**src/sv/assert_macros.svh**
```systemverilog
// Assertion helpers for the text command motor drive.
// With SYNTH defined every macro expands to nothing.
`ifndef ASSERT_MACROS_SVH
`define ASSERT_MACROS_SVH

`ifndef SYNTH

// A property checked at every rising edge outside reset.
`define TCMD_ASSERT(name, clk, rst, prop, msg) \
  name: assert property (@(posedge clk) disable iff (rst) (prop)) else $error(msg);

// An implication checked in the same cycle outside reset.
`define TCMD_ASSERT_IMPL(name, clk, rst, ante, cons, msg) \
  name: assert property (@(posedge clk) disable iff (rst) (ante) |-> (cons)) else $error(msg);

`else

`define TCMD_ASSERT(name, clk, rst, prop, msg)
`define TCMD_ASSERT_IMPL(name, clk, rst, ante, cons, msg)

`endif

`endif

```
**src/sv/tcmd_pkg.sv**
```systemverilog
package tcmd_pkg;

  // Line store sizes.
  localparam int KEPT_CHARS = 5;
  localparam logic [3:0] LENGTH_CAP = 4'd15;
  localparam logic [3:0] SPACES_CAP = 4'd15;

  // Reset values.
  localparam logic [7:0] SPEED_RESET = 8'd250;
  localparam logic [15:0] TIMEOUT_RESET = 16'd700;

  // Characters with a meaning of their own.
  localparam logic [7:0] CH_NEWLINE = 8'h0A;
  localparam logic [7:0] CH_SPACE = 8'h20;
  localparam logic [7:0] CH_PLUS = 8'h2B;
  localparam logic [7:0] CH_MINUS = 8'h2D;
  localparam logic [7:0] CH_ZERO = 8'h30;
  localparam logic [7:0] CH_NINE = 8'h39;
  localparam logic [7:0] CH_ONE = 8'h31;
  localparam logic [7:0] CH_TWO = 8'h32;
  localparam logic [7:0] CMD_SPEED = 8'h43;  // C
  localparam logic [7:0] CMD_ALL = 8'h47;    // G, shared speed target
  localparam logic [7:0] CMD_FWD = 8'h46;    // F
  localparam logic [7:0] CMD_BACK = 8'h42;   // B
  localparam logic [7:0] CMD_STOP = 8'h53;   // S
  localparam logic [7:0] CMD_UP = 8'h55;     // U
  localparam logic [7:0] CMD_DOWN = 8'h44;   // D
  localparam logic [7:0] CMD_LEFT = 8'h4C;   // L
  localparam logic [7:0] CMD_RIGHT = 8'h52;  // R
  localparam logic [7:0] CMD_SCREEN = 8'h58; // X

  // Input item kinds.
  typedef enum logic [1:0] {
    OP_BYTE    = 2'd0,
    OP_TICK    = 2'd1,
    OP_CONNECT = 2'd2,
    OP_LOST    = 2'd3
  } opcode_t;

  // Result event codes.
  typedef enum logic [3:0] {
    EV_NONE      = 4'd0,
    EV_MOTION    = 4'd1,
    EV_SPEED_SET = 4'd2,
    EV_RANGE     = 4'd3,
    EV_MALFORMED = 4'd4,
    EV_UNKNOWN   = 4'd5,
    EV_TIMEOUT   = 4'd6,
    EV_LINK_STOP = 4'd7,
    EV_SCREEN    = 4'd8
  } event_t;

  // Configuration register indexes.
  typedef enum logic {
    REG_SPEED_OFFSET = 1'b0,
    REG_IDLE_TIMEOUT = 1'b1
  } reg_index_t;

  // Trimmed line as gathered so far.
  typedef struct packed {
    logic [3:0] len;
    logic [KEPT_CHARS-1:0][7:0] chars;
  } line_t;

  // What a completed line asks of the drive.
  typedef struct packed {
    event_t ev;
    logic set_first;
    logic set_second;
    logic set_shared;
    logic [7:0] speed_val;
    logic first_we;
    logic [7:0] first_fwd;
    logic [7:0] first_rev;
    logic second_we;
    logic [7:0] second_fwd;
    logic [7:0] second_rev;
  } decode_t;

  // Whitespace other than newline.
  function automatic logic is_ws(input logic [7:0] c);
    return (c == CH_SPACE) || (c == 8'h09) || (c == 8'h0B) || (c == 8'h0C) ||
           (c == 8'h0D);
  endfunction

endpackage

```
**src/sv/tcmd_line_buf.sv**
```systemverilog
module tcmd_line_buf (
  input  logic           clk,
  input  logic           rst,
  input  logic           push,
  input  logic [7:0]     push_byte,
  input  logic           clear,
  output tcmd_pkg::line_t line
);
  import tcmd_pkg::*;

  logic [KEPT_CHARS-1:0][7:0] chars;
  logic [KEPT_CHARS-1:0][7:0] chars_next;
  logic [3:0] len;
  logic [3:0] len_next;
  logic [3:0] pending;
  logic [3:0] pending_next;
  logic [3:0] pend_eff;
  logic [4:0] char_pos;
  logic [4:0] len_sum;

  // Pending spaces are flushed only once the line has started.
  assign pend_eff = (len != 4'd0) ? pending : 4'd0;
  assign char_pos = {1'b0, len} + {1'b0, pend_eff};
  assign len_sum = char_pos + 5'd1;

  // A visible character writes its flushed spaces and itself in one go.
  always_comb begin
    chars_next = chars;
    len_next = len;
    pending_next = pending;
    if (clear) begin
      len_next = 4'd0;
      pending_next = 4'd0;
    end else if (push) begin
      if (is_ws(push_byte)) begin
        if ((len != 4'd0) && (pending < SPACES_CAP)) begin
          pending_next = pending + 4'd1;
        end
      end else begin
        for (int i = 0; i < KEPT_CHARS; i++) begin
          if ((5'(i) >= {1'b0, len}) && (5'(i) < char_pos)) begin
            chars_next[i] = CH_SPACE;
          end else if (5'(i) == char_pos) begin
            chars_next[i] = push_byte;
          end
        end
        len_next = (len_sum > {1'b0, LENGTH_CAP}) ? LENGTH_CAP : len_sum[3:0];
        pending_next = 4'd0;
      end
    end
  end

  always_ff @(posedge clk) begin
    if (rst) begin
      len <= 4'd0;
      pending <= 4'd0;
    end else begin
      len <= len_next;
      pending <= pending_next;
    end
  end

  // Character store has no reset; only entries of the current line are read.
  always_ff @(posedge clk) begin
    chars <= chars_next;
  end

  assign line.len = len;
  assign line.chars = chars;

endmodule

```
**src/sv/tcmd_decode.sv**
```systemverilog
module tcmd_decode (
  input  tcmd_pkg::line_t   line,
  input  logic [7:0]        first_speed,
  input  logic [7:0]        second_speed,
  input  logic [7:0]        shared_speed,
  input  logic [8:0]        speed_offset,
  output tcmd_pkg::decode_t dec
);
  import tcmd_pkg::*;

  logic [KEPT_CHARS-1:0][7:0] ch;
  logic [7:0] c0;
  logic [7:0] c1;
  logic [9:0] mag;
  logic neg;
  logic in_digits;
  logic num_done;
  logic out_of_range;
  logic [7:0] first_own;
  logic [7:0] first_shared;

  // Offset and clamp for the first motor; a zero speed is left alone.
  function automatic logic [7:0] offset_speed(input logic [7:0] speed,
                                              input logic [8:0] offset);
    logic signed [9:0] sum;
    sum = $signed({2'b00, speed}) + $signed({offset[8], offset});
    if (speed == 8'd0) begin
      return 8'd0;
    end else if (sum < 10'sd0) begin
      return 8'd0;
    end else if (sum > 10'sd255) begin
      return 8'd255;
    end
    return sum[7:0];
  endfunction

  // Characters past the line length read as zero.
  always_comb begin
    for (int i = 0; i < KEPT_CHARS; i++) begin
      ch[i] = (4'(i) < line.len) ? line.chars[i] : 8'd0;
    end
  end

  assign c0 = ch[0];
  assign c1 = ch[1];

  // Number in characters three to five: blanks, optional sign, digits.
  always_comb begin
    mag = 10'd0;
    neg = 1'b0;
    in_digits = 1'b0;
    num_done = 1'b0;
    for (int k = 2; k < 5; k++) begin
      if (!in_digits) begin
        if (is_ws(ch[k])) begin
          // Still skipping leading blanks.
        end else if ((ch[k] == CH_PLUS) || (ch[k] == CH_MINUS)) begin
          neg = (ch[k] == CH_MINUS);
          in_digits = 1'b1;
        end else begin
          in_digits = 1'b1;
          if ((ch[k] >= CH_ZERO) && (ch[k] <= CH_NINE)) begin
            mag = (mag << 3) + (mag << 1) + {6'd0, ch[k][3:0]};
          end else begin
            num_done = 1'b1;
          end
        end
      end else if (!num_done) begin
        if ((ch[k] >= CH_ZERO) && (ch[k] <= CH_NINE)) begin
          mag = (mag << 3) + (mag << 1) + {6'd0, ch[k][3:0]};
        end else begin
          num_done = 1'b1;
        end
      end
    end
  end

  assign out_of_range = (neg && (mag != 10'd0)) || (mag > 10'd255);
  assign first_own = offset_speed(first_speed, speed_offset);
  assign first_shared = offset_speed(shared_speed, speed_offset);

  // Command decode of a completed line.
  always_comb begin
    dec = '0;
    dec.ev = EV_NONE;
    dec.speed_val = mag[7:0];
    if (line.len == 4'd0) begin
      dec.ev = EV_NONE;
    end else if (c0 == CMD_SPEED) begin
      if (line.len < 4'd5) begin
        dec.ev = EV_MALFORMED;
      end else if (out_of_range) begin
        dec.ev = EV_RANGE;
      end else if (c1 == CH_ONE) begin
        dec.set_first = 1'b1;
        dec.ev = EV_SPEED_SET;
      end else if (c1 == CH_TWO) begin
        dec.set_second = 1'b1;
        dec.ev = EV_SPEED_SET;
      end else if (c1 == CMD_ALL) begin
        dec.set_shared = 1'b1;
        dec.ev = EV_SPEED_SET;
      end else begin
        dec.ev = EV_UNKNOWN;
      end
    end else if ((c0 == CMD_FWD) || (c0 == CMD_BACK) || (c0 == CMD_STOP)) begin
      if (line.len == 4'd2) begin
        if (c1 == CH_ONE) begin
          dec.first_we = 1'b1;
          dec.first_fwd = (c0 == CMD_FWD) ? first_own : 8'd0;
          dec.first_rev = (c0 == CMD_BACK) ? first_own : 8'd0;
          dec.ev = EV_MOTION;
        end else if (c1 == CH_TWO) begin
          dec.second_we = 1'b1;
          dec.second_fwd = (c0 == CMD_FWD) ? second_speed : 8'd0;
          dec.second_rev = (c0 == CMD_BACK) ? second_speed : 8'd0;
          dec.ev = EV_MOTION;
        end else begin
          dec.ev = EV_MALFORMED;
        end
      end else if ((c0 == CMD_STOP) && (line.len == 4'd1)) begin
        dec.first_we = 1'b1;
        dec.second_we = 1'b1;
        dec.ev = EV_MOTION;
      end else begin
        dec.ev = EV_MALFORMED;
      end
    end else begin
      case (c0)
        CMD_UP: begin
          dec.first_we = 1'b1;
          dec.second_we = 1'b1;
          dec.first_fwd = first_shared;
          dec.second_fwd = shared_speed;
          dec.ev = EV_MOTION;
        end
        CMD_DOWN: begin
          dec.first_we = 1'b1;
          dec.second_we = 1'b1;
          dec.first_rev = first_shared;
          dec.second_rev = shared_speed;
          dec.ev = EV_MOTION;
        end
        CMD_LEFT: begin
          dec.first_we = 1'b1;
          dec.second_we = 1'b1;
          dec.first_rev = first_shared;
          dec.second_fwd = shared_speed;
          dec.ev = EV_MOTION;
        end
        CMD_RIGHT: begin
          dec.first_we = 1'b1;
          dec.second_we = 1'b1;
          dec.first_fwd = first_shared;
          dec.second_rev = shared_speed;
          dec.ev = EV_MOTION;
        end
        CMD_SCREEN: begin
          dec.ev = EV_SCREEN;
        end
        default: begin
          dec.ev = EV_UNKNOWN;
        end
      endcase
    end
  end

endmodule

```
**src/sv/text_command_dual_motor_drive_unit.sv**
```systemverilog
// Text command drive for two H-bridge motors. Each input transaction carries one
// event in s_tuser (byte, millisecond tick, link up, link down) and, for bytes, the
// character in s_tdata. Every input transaction yields exactly one output
// transaction holding the four duty values and an event code. One transaction is
// taken every clock cycle while the output side keeps up; a result passes an input
// register and then the result register that the line store, timer and speed
// registers update with. A stalled output holds both stages. There is no clearing
// pass after reset, and configuration writes are taken in any cycle.
module text_command_dual_motor_drive_unit (
  input  logic        clk,
  input  logic        rst,
  input  logic        s_tvalid,
  output logic        s_tready,
  input  logic [7:0]  s_tdata,   // rx_byte[7:0]
  input  logic [1:0]  s_tuser,   // opcode[1:0]
  output logic        m_tvalid,
  input  logic        m_tready,
  // first_fwd_duty[7:0], first_rev_duty[15:8], second_fwd_duty[23:16],
  // second_rev_duty[31:24], event_code[35:32], zero fill[39:36]
  output logic [39:0] m_tdata,
  input  logic        cfg_valid,
  output logic        cfg_ready,
  input  logic        cfg_index,
  input  logic [15:0] cfg_data
);
  import tcmd_pkg::*;

  `include "assert_macros.svh"

  logic in_valid;
  opcode_t in_op;
  logic [7:0] in_byte;
  logic advance;
  logic work;

  logic [8:0] speed_offset;
  logic [15:0] idle_timeout;
  logic [7:0] first_speed;
  logic [7:0] second_speed;
  logic [7:0] shared_speed;
  logic [3:0][7:0] duty;
  logic [3:0][7:0] duty_next;
  logic [15:0] idle_ms;
  logic [15:0] idle_ms_next;
  logic [16:0] idle_inc;
  logic link_up;
  logic link_up_next;
  event_t ev_next;
  event_t out_event;

  logic line_push;
  logic line_clear;
  logic line_end;
  line_t line;
  decode_t dec;

  // Stage handshake: the result register frees up when taken.
  assign advance = !m_tvalid || m_tready;
  assign s_tready = !in_valid || advance;
  assign work = in_valid && advance;
  assign cfg_ready = 1'b1;

  // Input register.
  always_ff @(posedge clk) begin
    if (rst) begin
      in_valid <= 1'b0;
    end else if (s_tready) begin
      in_valid <= s_tvalid;
    end
  end

  always_ff @(posedge clk) begin
    if (s_tready) begin
      in_op <= opcode_t'(s_tuser);
      in_byte <= s_tdata;
    end
  end

  // Configuration registers.
  always_ff @(posedge clk) begin
    if (rst) begin
      speed_offset <= 9'd0;
      idle_timeout <= TIMEOUT_RESET;
    end else if (cfg_valid) begin
      case (reg_index_t'(cfg_index))
        REG_SPEED_OFFSET: speed_offset <= cfg_data[8:0];
        REG_IDLE_TIMEOUT: idle_timeout <= cfg_data;
        default: ;
      endcase
    end
  end

  assign line_end = work && (in_op == OP_BYTE) && link_up && (in_byte == CH_NEWLINE);
  assign line_push = work && (in_op == OP_BYTE) && link_up && (in_byte != CH_NEWLINE);
  assign line_clear = line_end ||
                      (work && (in_op == OP_CONNECT) && !link_up) ||
                      (work && (in_op == OP_LOST) && link_up);

  tcmd_line_buf u_line_buf (
    .clk       (clk),
    .rst       (rst),
    .push      (line_push),
    .push_byte (in_byte),
    .clear     (line_clear),
    .line      (line)
  );

  tcmd_decode u_decode (
    .line         (line),
    .first_speed  (first_speed),
    .second_speed (second_speed),
    .shared_speed (shared_speed),
    .speed_offset (speed_offset),
    .dec          (dec)
  );

  assign idle_inc = {1'b0, idle_ms} + 17'd1;

  // Event handling for the item in the input register.
  always_comb begin
    duty_next = duty;
    idle_ms_next = idle_ms;
    link_up_next = link_up;
    ev_next = EV_NONE;
    case (in_op)
      OP_BYTE: begin
        if (line_end) begin
          idle_ms_next = 16'd0;
          ev_next = dec.ev;
          if (dec.first_we) begin
            duty_next[0] = dec.first_fwd;
            duty_next[1] = dec.first_rev;
          end
          if (dec.second_we) begin
            duty_next[2] = dec.second_fwd;
            duty_next[3] = dec.second_rev;
          end
        end
      end
      OP_TICK: begin
        if (link_up) begin
          if (idle_inc > {1'b0, idle_timeout}) begin
            duty_next = '0;
            idle_ms_next = 16'd0;
            ev_next = EV_TIMEOUT;
          end else begin
            idle_ms_next = idle_inc[15:0];
          end
        end
      end
      OP_CONNECT: begin
        if (!link_up) begin
          link_up_next = 1'b1;
          idle_ms_next = 16'd0;
        end
      end
      OP_LOST: begin
        if (link_up) begin
          link_up_next = 1'b0;
          duty_next = '0;
          ev_next = EV_LINK_STOP;
        end
      end
      default: ;
    endcase
  end

  // Drive state and result register; the duty registers double as result data.
  always_ff @(posedge clk) begin
    if (rst) begin
      m_tvalid <= 1'b0;
      duty <= '0;
      idle_ms <= 16'd0;
      link_up <= 1'b0;
      first_speed <= SPEED_RESET;
      second_speed <= SPEED_RESET;
      shared_speed <= SPEED_RESET;
      out_event <= EV_NONE;
    end else if (advance) begin
      m_tvalid <= in_valid;
      if (in_valid) begin
        duty <= duty_next;
        idle_ms <= idle_ms_next;
        link_up <= link_up_next;
        out_event <= ev_next;
        if (line_end && dec.set_first) begin
          first_speed <= dec.speed_val;
        end
        if (line_end && dec.set_second) begin
          second_speed <= dec.speed_val;
        end
        if (line_end && dec.set_shared) begin
          shared_speed <= dec.speed_val;
        end
      end
    end
  end

  assign m_tdata = {4'd0, out_event, duty[3], duty[2], duty[1], duty[0]};

  // Checks on the drive state.
  `TCMD_ASSERT_IMPL(a_link_down_idle, clk, rst, !link_up, duty == '0, "motors run while link down")
  `TCMD_ASSERT_IMPL(a_stop_event_zero, clk, rst, m_tvalid && ((out_event == EV_TIMEOUT) || (out_event == EV_LINK_STOP)), duty == '0, "stop event with nonzero duty")
  `TCMD_ASSERT(a_stall_cause, clk, rst, s_tready || (in_valid && m_tvalid && !m_tready), "input stalled without cause")

endmodule
```
**config.mk**
```make
export PLATFORM = sky130hd
export DESIGN_NAME = text_command_dual_motor_drive_unit
export DESIGN_NICKNAME = d
export VERILOG_FILES = /design/src/sv/tcmd_pkg.sv /design/src/sv/tcmd_line_buf.sv /design/src/sv/tcmd_decode.sv /design/src/sv/text_command_dual_motor_drive_unit.sv
export VERILOG_INCLUDE_DIRS = /design/src /design/src/sv
export SDC_FILE = /design/constraint.sdc
export NUM_CORES = 1
export LEC_CHECK = 0
export BUFFER_PORTS_ARGS = -buffer_cell sky130_fd_sc_hd__buf_2
export CAP_MARGIN = 30
export CORE_MARGIN = 4
export CORE_UTILIZATION = 35
export CTS_CLUSTER_SIZE = 12
export DETAILED_ROUTE_END_ITERATION = 8
export GPL_TIMING_DRIVEN = 1
export RECOVER_POWER = 25
export SYNTH_ARGS = -nofsm -noshare
export SYNTH_HDL_FRONTEND = slang
export SYNTH_SLANG_ARGS = --single-unit
```
**constraint.sdc**
```tcl
create_clock -name clk -period 10.8 [get_ports clk]
set_clock_uncertainty 0.05 [all_clocks]
set_input_delay 0.54 -clock clk [delete_from_list [all_inputs] [get_ports clk]]
set_output_delay 0.54 -clock clk [all_outputs]
set_load 0.01 [all_outputs]
```
==> results of run 1 <==
[metrics by stage]
step,area (um2),hold WS (ps)
3_5_place_dp,10900,401.4
6_report,11420,236.6
3_3_place_gp,10870,396.5
5_1_grt,11420,221.5
4_1_cts,11450,221.0
2_1_floorplan,10260,386.3
[worst max path at each step]
stage	start	to	slack, ps	cells after the start
finish	u_line_buf.line[23]	second_speed[7]	4370	22
global route	u_line_buf.line[23]	first_speed[4]	3870	22
CTS	u_line_buf.line[23]	second_speed[7]	4330	22
detailed placement	u_line_buf.line[23]	first_speed[2]	4310	22
global placement	u_line_buf.line[23]	first_speed[2]	4650	22
floorplan	u_line_buf.line[23]	first_speed[0]	4990	22
[layout make-up]
type                       count  area (um2)
multi-input combinational    916        6128
clock buffer                  18       429.2
sequential                   162        3744
inverter                      36       135.1
tap                          384       480.5
timing repair buffer          78       381.6
clock inverter                14       125.1
fill                        2882       17360
[sequential cells by signal, indices dropped and copies added, names as in the netlist, 2 cells and up]
signal	cells
first_speed	8
idle_ms	16
idle_timeout	16
in_byte	8
in_op	2
m_tdata	32
out_event	4
second_speed	8
shared_speed	8
speed_offset	9
u_line_buf.len	4
u_line_buf.line	40
u_line_buf.pending	4
[critical path: stages (launching register included)]
cell and delay [ps]:
edfxtp_1 390, or3b_2 560, nor2_1 280, nand2_1 160
nor3b_1 410, and3_1 240, nor2_1 60, ha_1 160
or2_2 290, ha_1 310, nor2b_1 160, o21a_1 180
o21ai_0 340, nor4b_2 390, ha_1 320, ha_1 370
a211o_1 220, nor3_1 90, o21a_1 200, a2111oi_2 450
nand4_4 240, nand4_4 270, mux2i_1 220
[cells in the final DEF, fill, tap and decap left out, types with 28 or more instances in the layout]
cell,count
mux2i_1,28
ha_1,60
nor2_1,122
and2_1,29
o21ai_0,64
nand2_1,106
inv_1,36
buf_2,44
nor2b_1,50
dfxtp_1,112
edfxtp_1,50
a21oi_1,81
[cells by family (layout without fill, tap and decap cells)]
logic type,Yosys count,after routing,synth area share [%]
AOI/OAI and AO/OA,258,258,16.21
xor gates and xnor gates,43,43,3.673
adders and majority gates,66,66,8.493
buffers and inverters,81,146,3.868
DFF,162,162,36.51
muxes,45,45,4.600
other,2,5,0.07324
and+or+nand+nor,499,499,26.58
[report_power, final]
| group | internal, mW | switching (mW) |
|---|---|---|
| Clock | 0.303 | 0.272 |
| Combinational | 0.0309 | 0.0494 |
| Sequential | 0.635 | 0.0106 |
| Total | 0.968 | 0.332 |
[cell usage after synthesis, types with 4 or more instances]
library cell    n
and2_1         29
buf_2           4
inv_1          36
nor3_1         26
a211oi_1        6
clkbuf_8        4
nor2_1        122
xor2_1         16
nand2_1       106
a21o_1         16
o21a_1          5
nand2b_1       22
edfxtp_1       50
nor2b_1        50
dfxtp_1       112
and3_1         11
mux2i_1        28
ha_1           60
nand4_1        11
a22o_1         17
clkbuf_1       28
nand3_1        18
nor4_1         15
or2_2          13
nor3b_1        20
buf_4           5
a22oi_1        17
nand3b_1       10
a311oi_1        6
o21ai_0        65
or2b_1          5
mux2_2         17
o21bai_1        5
or4_1           5
fa_1            6
a21oi_1        81
xnor2_1        27
[routing by layer]
metal	global-route usage (%)	wire length, um	part of all wire, %	vias to the layer above
met5	0	0	0	-
met4	3.681	278	1.1	0
met3	2.594	1020	4.0	20
met2	25.93	11870	46	177
met1	22.71	12480	49	4016
li1	-	-	-	4249
==> reports/summary.txt, run 1 <==
Status - finished with violations
Failing checks - capacitance limit, slew limit
Detailed-placement wirelength estimate - 19700 um
Clock sink count - 162
Main synth FF type - dfxtp_1
Nets@finish - 1309
Post-Route Utilization - 39.69%
DR iter-0 viols - 598
Starting Density - 35.63%
Placed Cells - 1575
Synth top area cells - dfxtp_1 (22%), edfxtp_1 (15%), ha_1 (7.3%), nor2_1 (4.5%), a21oi_1 (4.0%)
First-pass GRT wire length - 41850 um
Congestion Overflow GR - 0
EDFF count, synth - 50
Worst R2R End - second_speed[7]
Initial antenna violation count - 0
Ports - 75
Drt pass-1 iters - 5
Area leader, netlist - dfxtp_1
Core Rows - 62
Vias in the first global route - 8060
Post-route insts no fill - 1608
Unique cell type count in the Yosys netlist - 93
CP Launch Type - flip-flop
Worst min-delay path endpoint - in_byte[3]
FF-to-FF Start - u_line_buf.line[23]
Min Tclk post-route - 6433 ps
Clk slew on worst S/H paths - 70 ps
Vias/cell - 5.262
Slew HR - -41.45%
Worst Reg2Reg Path Length in Cells - 22
Layout cells sized above 1 - 11.76%
Die Wd - 179.2 um
DP Worst Slack - 4312 ps
Area share of the largest cell type after synthesis - 21.87%
Hold-fix buffers at CTS - 0
Clk root buf - clkbuf_16
Sequential area share after synthesis - 36.51%
CTS Buf Count - 17
Placeable Area - 28780 um2
CTS tree - yes
FFs w/ async S/R, synth - 0%
Worst Path Arrival - 6730 ps
Htree depth - 4
Setup TNS - 0 ps
Tcrit/Tclk final - 59.57%
Worst vdd ir - 0.00009768 V
Die area - 32100 um2
Remaining DRCs - 0
Hold Fails Final Rpt - 0
Kind of critical path - reg2reg
Power Dens Cells - 113.9 nW/um2
Maxcap violations - 1
Layout area overhead - 11.41%
RSZ-0062 raised after global routing - false
Min-delay src - s_tdata[3]
Die height - 179.2 um
CP Max Fanout - 8
Maximum clock path buffer count - 2
Hold depth - 1
Diodes inserted - 0
Register bit count reported by yosys - 162
Largest net degree at the start of global routing - 54
IO Port Bufs - 69
Final WL - 25650 um
Synth Area per Inst - 8.870 um2
Post-Syn Instances - 1156
Fmax achieved - 155.4 MHz
R2R Setup Slk - 4370 ps
Slew Limit Fails - 49
Worst setup EP type - flip-flop
LEAKAGE - 4.555 nW
GRT Overall Usage - 16.09%
Worst Slack Setup Final - 4367 ps
Remaining antenna violation count - 0
Syn Std Cell Area - 10250 um2
Vias - 8462
Yosys warning total - 0
Post-CTS Setup Bufs - 0
GPL Wtd Cong - 0.8831
Tot Pwr - 1.301 mW
Crit path required time - 11090 ps
Worst Tran Pin Value - 2122 ps
Routed len/inst - 15.95 um
Final setup viols - 0
Clk Latency, worst-skew pair - 420 ps
Post-cts sizing count - 0
Worst Hold Class - in2reg
No activity file was read; power rests on OpenSTA's default activity.
==> run 2, diff against run 1 <==
- ABC_AREA: default -> 1
- clock period: 10.8 -> 6.1 ns (I/O delays scaled with it)
==> reports/summary.txt, run 2 <==
Initial antenna violation count - 0 (unchanged)
Switch Pwr - 595.3 uW (+79%)
LEAKAGE - 4.950 nW (+8.7%)
Power Dens Cells - 211.9 nW/um2 (+86%)
CP Max Fanout - 16 (+8)
Crit path required time - 6370 ps (-4720 ps)
EDFF count, synth - 50 (unchanged)
Synth Area per Inst - 7.315 um2 (-18%)
Switch share - 24.45% (-1.1 points)
Die area - 31840 um2 (-0.79%)
Most frequent cells in the layout - nand2_1 (294), inv_1 (187), nor2_1 (163)
Worst Tran Pin Value - 1724 ps (-398.1 ps)
Slowest CP cell - dfxtp_1
GPL Wtd Cong - 0.9060 (+2.6%)
Failing checks - capacitance limit, slew limit
FFs w/ async S/R, synth - 0% (unchanged)
Hold depth - 3 (+2)
CP Launch Type - flip-flop
Min Tclk post-route - 5300 ps (-1133 ps)
Die Wd - 178.5 um (-0.40%)
Vias in the first global route - 8655 (+7.4%)
DR iter-0 viols - 595 (-0.50%)
Synth top area cells - dfxtp_1 (22%), edfxtp_1 (15%), nand2_1 (11%), ha_1 (7.4%), inv_1 (6.9%)
FF-to-FF Start - u_line_buf.len[0]
Clk Latency, worst-skew pair - 430 ps (about the same)
Worst setup EP type - flip-flop
Remaining DRCs - 0 (unchanged)
Vias/cell - 4.937 (-6.2%)
Most common library cell in the layout ignoring fill and taps - nand2_1
Main synth FF type - dfxtp_1
Vias - 9178 (+8.5%)
Status - finished with violations
Slew Limit Fails - 38 (-22%)
Most used standard cell by instance count after synthesis - nand2_1
Diodes inserted - 0 (unchanged)
Min-delay src - cfg_data[9]
Syn Std Cell Area - 10170 um2 (-0.83%)
Unique cell type count in the Yosys netlist - 61 (-34%)
Layout area overhead - 13.02%
R2R Setup Slk - 800 ps (-3570 ps)
Register area - 3744 um2 (unchanged)
Starting Density - 35.43% (-0.20 points)
Setup TNS - 0 ps (unchanged)
GRT Overall Usage - 16.60% (+0.51 points)
Post-Syn Instances - 1390 (+20%)
Sequential share of power - 46.8% (-2.8 points)
Worst Reg2Reg Path Length in Cells - 31 (+41%)
Routed len/inst - 14.07 um (-12%)
IO Port Bufs - 69 (unchanged)
CTS Buf Count - 17 (unchanged)
Detailed-placement wirelength estimate - 20330 um (+3.2%)
Drt pass-1 iters - 6 (+1)
Slew HR - -14.92% (+27 points)
CP max stage delay - 440 ps (-120 ps)
Clk root buf - clkbuf_16
Tcrit/Tclk final - 86.89% (+27 points)
CTS tree - yes
Top cells by count, synth - nand2_1 (294), inv_1 (187), nor2_1 (163)
Worst Hold Class - in2reg
Nets@finish - 1560 (+19%)
Area share of the largest cell type after synthesis - 22.05% (+0.18 points)
Fill cells - 3010 (+4.4%)
Largest net degree at the start of global routing - 38 (-30%)
Kind of critical path - reg2reg
Multi-input logic area - 5512 um2 (-10%)
Worst R2R End - first_speed[2]
Comb power frac - 7.9% (+1.7 points)
Worst Path Arrival - 5570 ps (-1160 ps)
Number of flip-flops in the largest register - 40 (unchanged)
Area leader, netlist - dfxtp_1
Yosys warning total - 0 (unchanged)
Sequential area share after synthesis - 36.82% (+0.31 points)
CP dominant cell by count - nand2_1
Maxcap violations - 1 (unchanged)
Tot Pwr - 2.435 mW (+87%)
RSZ-0062 raised after global routing - false
Clk slew on worst S/H paths - 60 ps (about the same)
Final setup viols - 0 (unchanged)
Core Rows - 62 (unchanged)
Remaining antenna violation count - 0 (unchanged)
Layout cells sized above 1 - 7.864% (-3.9 points)
Congestion Overflow GR - 0 (unchanged)
First-pass GRT wire length - 42860 um (+2.4%)
Worst vdd ir - 0.0001812 V (+85%)
Die height - 178.5 um (-0.40%)
Worst min-delay path endpoint - idle_timeout[9]
Hold Fails Final Rpt - 0 (unchanged)
Clock power share - 45.2% (+1.0 points)
Internal Pwr Total - 1.839 mW (+90%)
Ports - 75 (unchanged)
Placeable Area - 28700 um2 (-0.27%)
Clock sink count - 162 (unchanged)
Final WL - 26150 um (+2.0%)
Register bit count reported by yosys - 162 (unchanged)
Htree depth - 4 (unchanged)
Fmax achieved - 188.7 MHz (+21%)
Maximum clock path buffer count - 2 (unchanged)
-- run 2: changes by cell type after synthesis, moves of 41 or more --
cell	change
nand3_1	+64
a21oi_1	+44
nor2_1	+41
nor2b_1	-50
nand2_1	+188
inv_1	+151
-- run 2: what timing repair did --
| action | 4_1_cts | 5_1_grt |
|---|---|---|
| buffers inserted | 0 | 0 |
| endpoints found under the hold margin | 10 | 0 |
| hold buffers | 10 | 0 |
| gates resized for setup | 0 | 0 |
-- run 2: final cells by class --
class / instances / area share, %
clock inverter: 12 / 1.339
sequential: 162 / 32.57
multi-input combinational: 1002 / 47.96
timing repair buffer: 84 / 3.756
inverter: 195 / 6.391
tap: 384 / 4.181
clock buffer: 20 / 3.800
-- run 2: how the worst max path moves through the flow --
stage | slack, ps | startpoint | endpoint | cells past startpoint
after global placement | 960 | u_line_buf.len[2] | first_speed[0] | 31
after CTS | 780 | u_line_buf.len[0] | first_speed[2] | 31
after floorplan | 1390 | u_line_buf.len[0] | first_speed[5] | 33
after global routing | 250 | u_line_buf.len[0] | first_speed[2] | 31
final | 800 | u_line_buf.len[0] | first_speed[2] | 31
after detailed placement | 810 | u_line_buf.len[0] | first_speed[2] | 31
-- run 2: kinds of logic after synthesis --
family / count (synthesis) / share of synthesized area [%]
simple gates: 636 / 27.76
compound gates: 258 / 14.51
buf+inv: 229 / 9.093
flops: 162 / 36.82
fa+ha+maj: 66 / 8.564
xor+xnor: 37 / 3.187
other cells: 2 / 0.07386
-- run 2: routing by layer --
metal / vias up / wire length (um) / GRT usage (%)
met5: - / 0 / 0
met4: 0 / 298 / 3.870
met3: 23 / 1001 / 2.861
met2: 171 / 12920 / 28.73
met1: 4236 / 11930 / 21.63
li1: 4748 / - / -
-- run 2: through the flow --
step / setup slack (ps) / area, um2 / instances / hold WS (ps) / utilization (%)
final: 800.0 / 11490 / 1859 / 60.67 / 40.04
after global routing: 253.0 / 11490 / 1859 / 37.59 / 40.04
after CTS: 779.2 / 11540 / 1859 / 34.64 / 40.22
after detailed placement: 805.4 / 10850 / 1817 / 392.6 / 37.81
after global placement: 956.9 / 10850 / 1816 / 389.4 / 37.79
after floorplan: 1392 / 10180 / 1393 / 353.9 / -
-- run 2: power by group through the flow --
| stage | clock network [mW] | registers (mW) | logic, mW |
|---|---|---|---|
| after global routing | 1.17 | 1.14 | 0.216 |
| after detailed placement | 0 | 1.16 | 0.187 |
| after floorplan | 0 | 1.16 | 0.135 |
| after CTS | 1.12 | 1.14 | 0.193 |
| after global placement | 0 | 1.16 | 0.184 |
| final | 1.10 | 1.14 | 0.193 |
-- run 2: worst max-delay path: cells and delay by family, from the launching register on --
| kind | cells | cell delay (ps) |
|---|---|---|
| and+or+nand+nor | 16 | 2000 |
| adders and majority gates | 5 | 1490 |
| AOI/OAI and AO/OA | 5 | 830 |
| DFF | 1 | 440 |
| buffers and inverters | 5 | 390 |
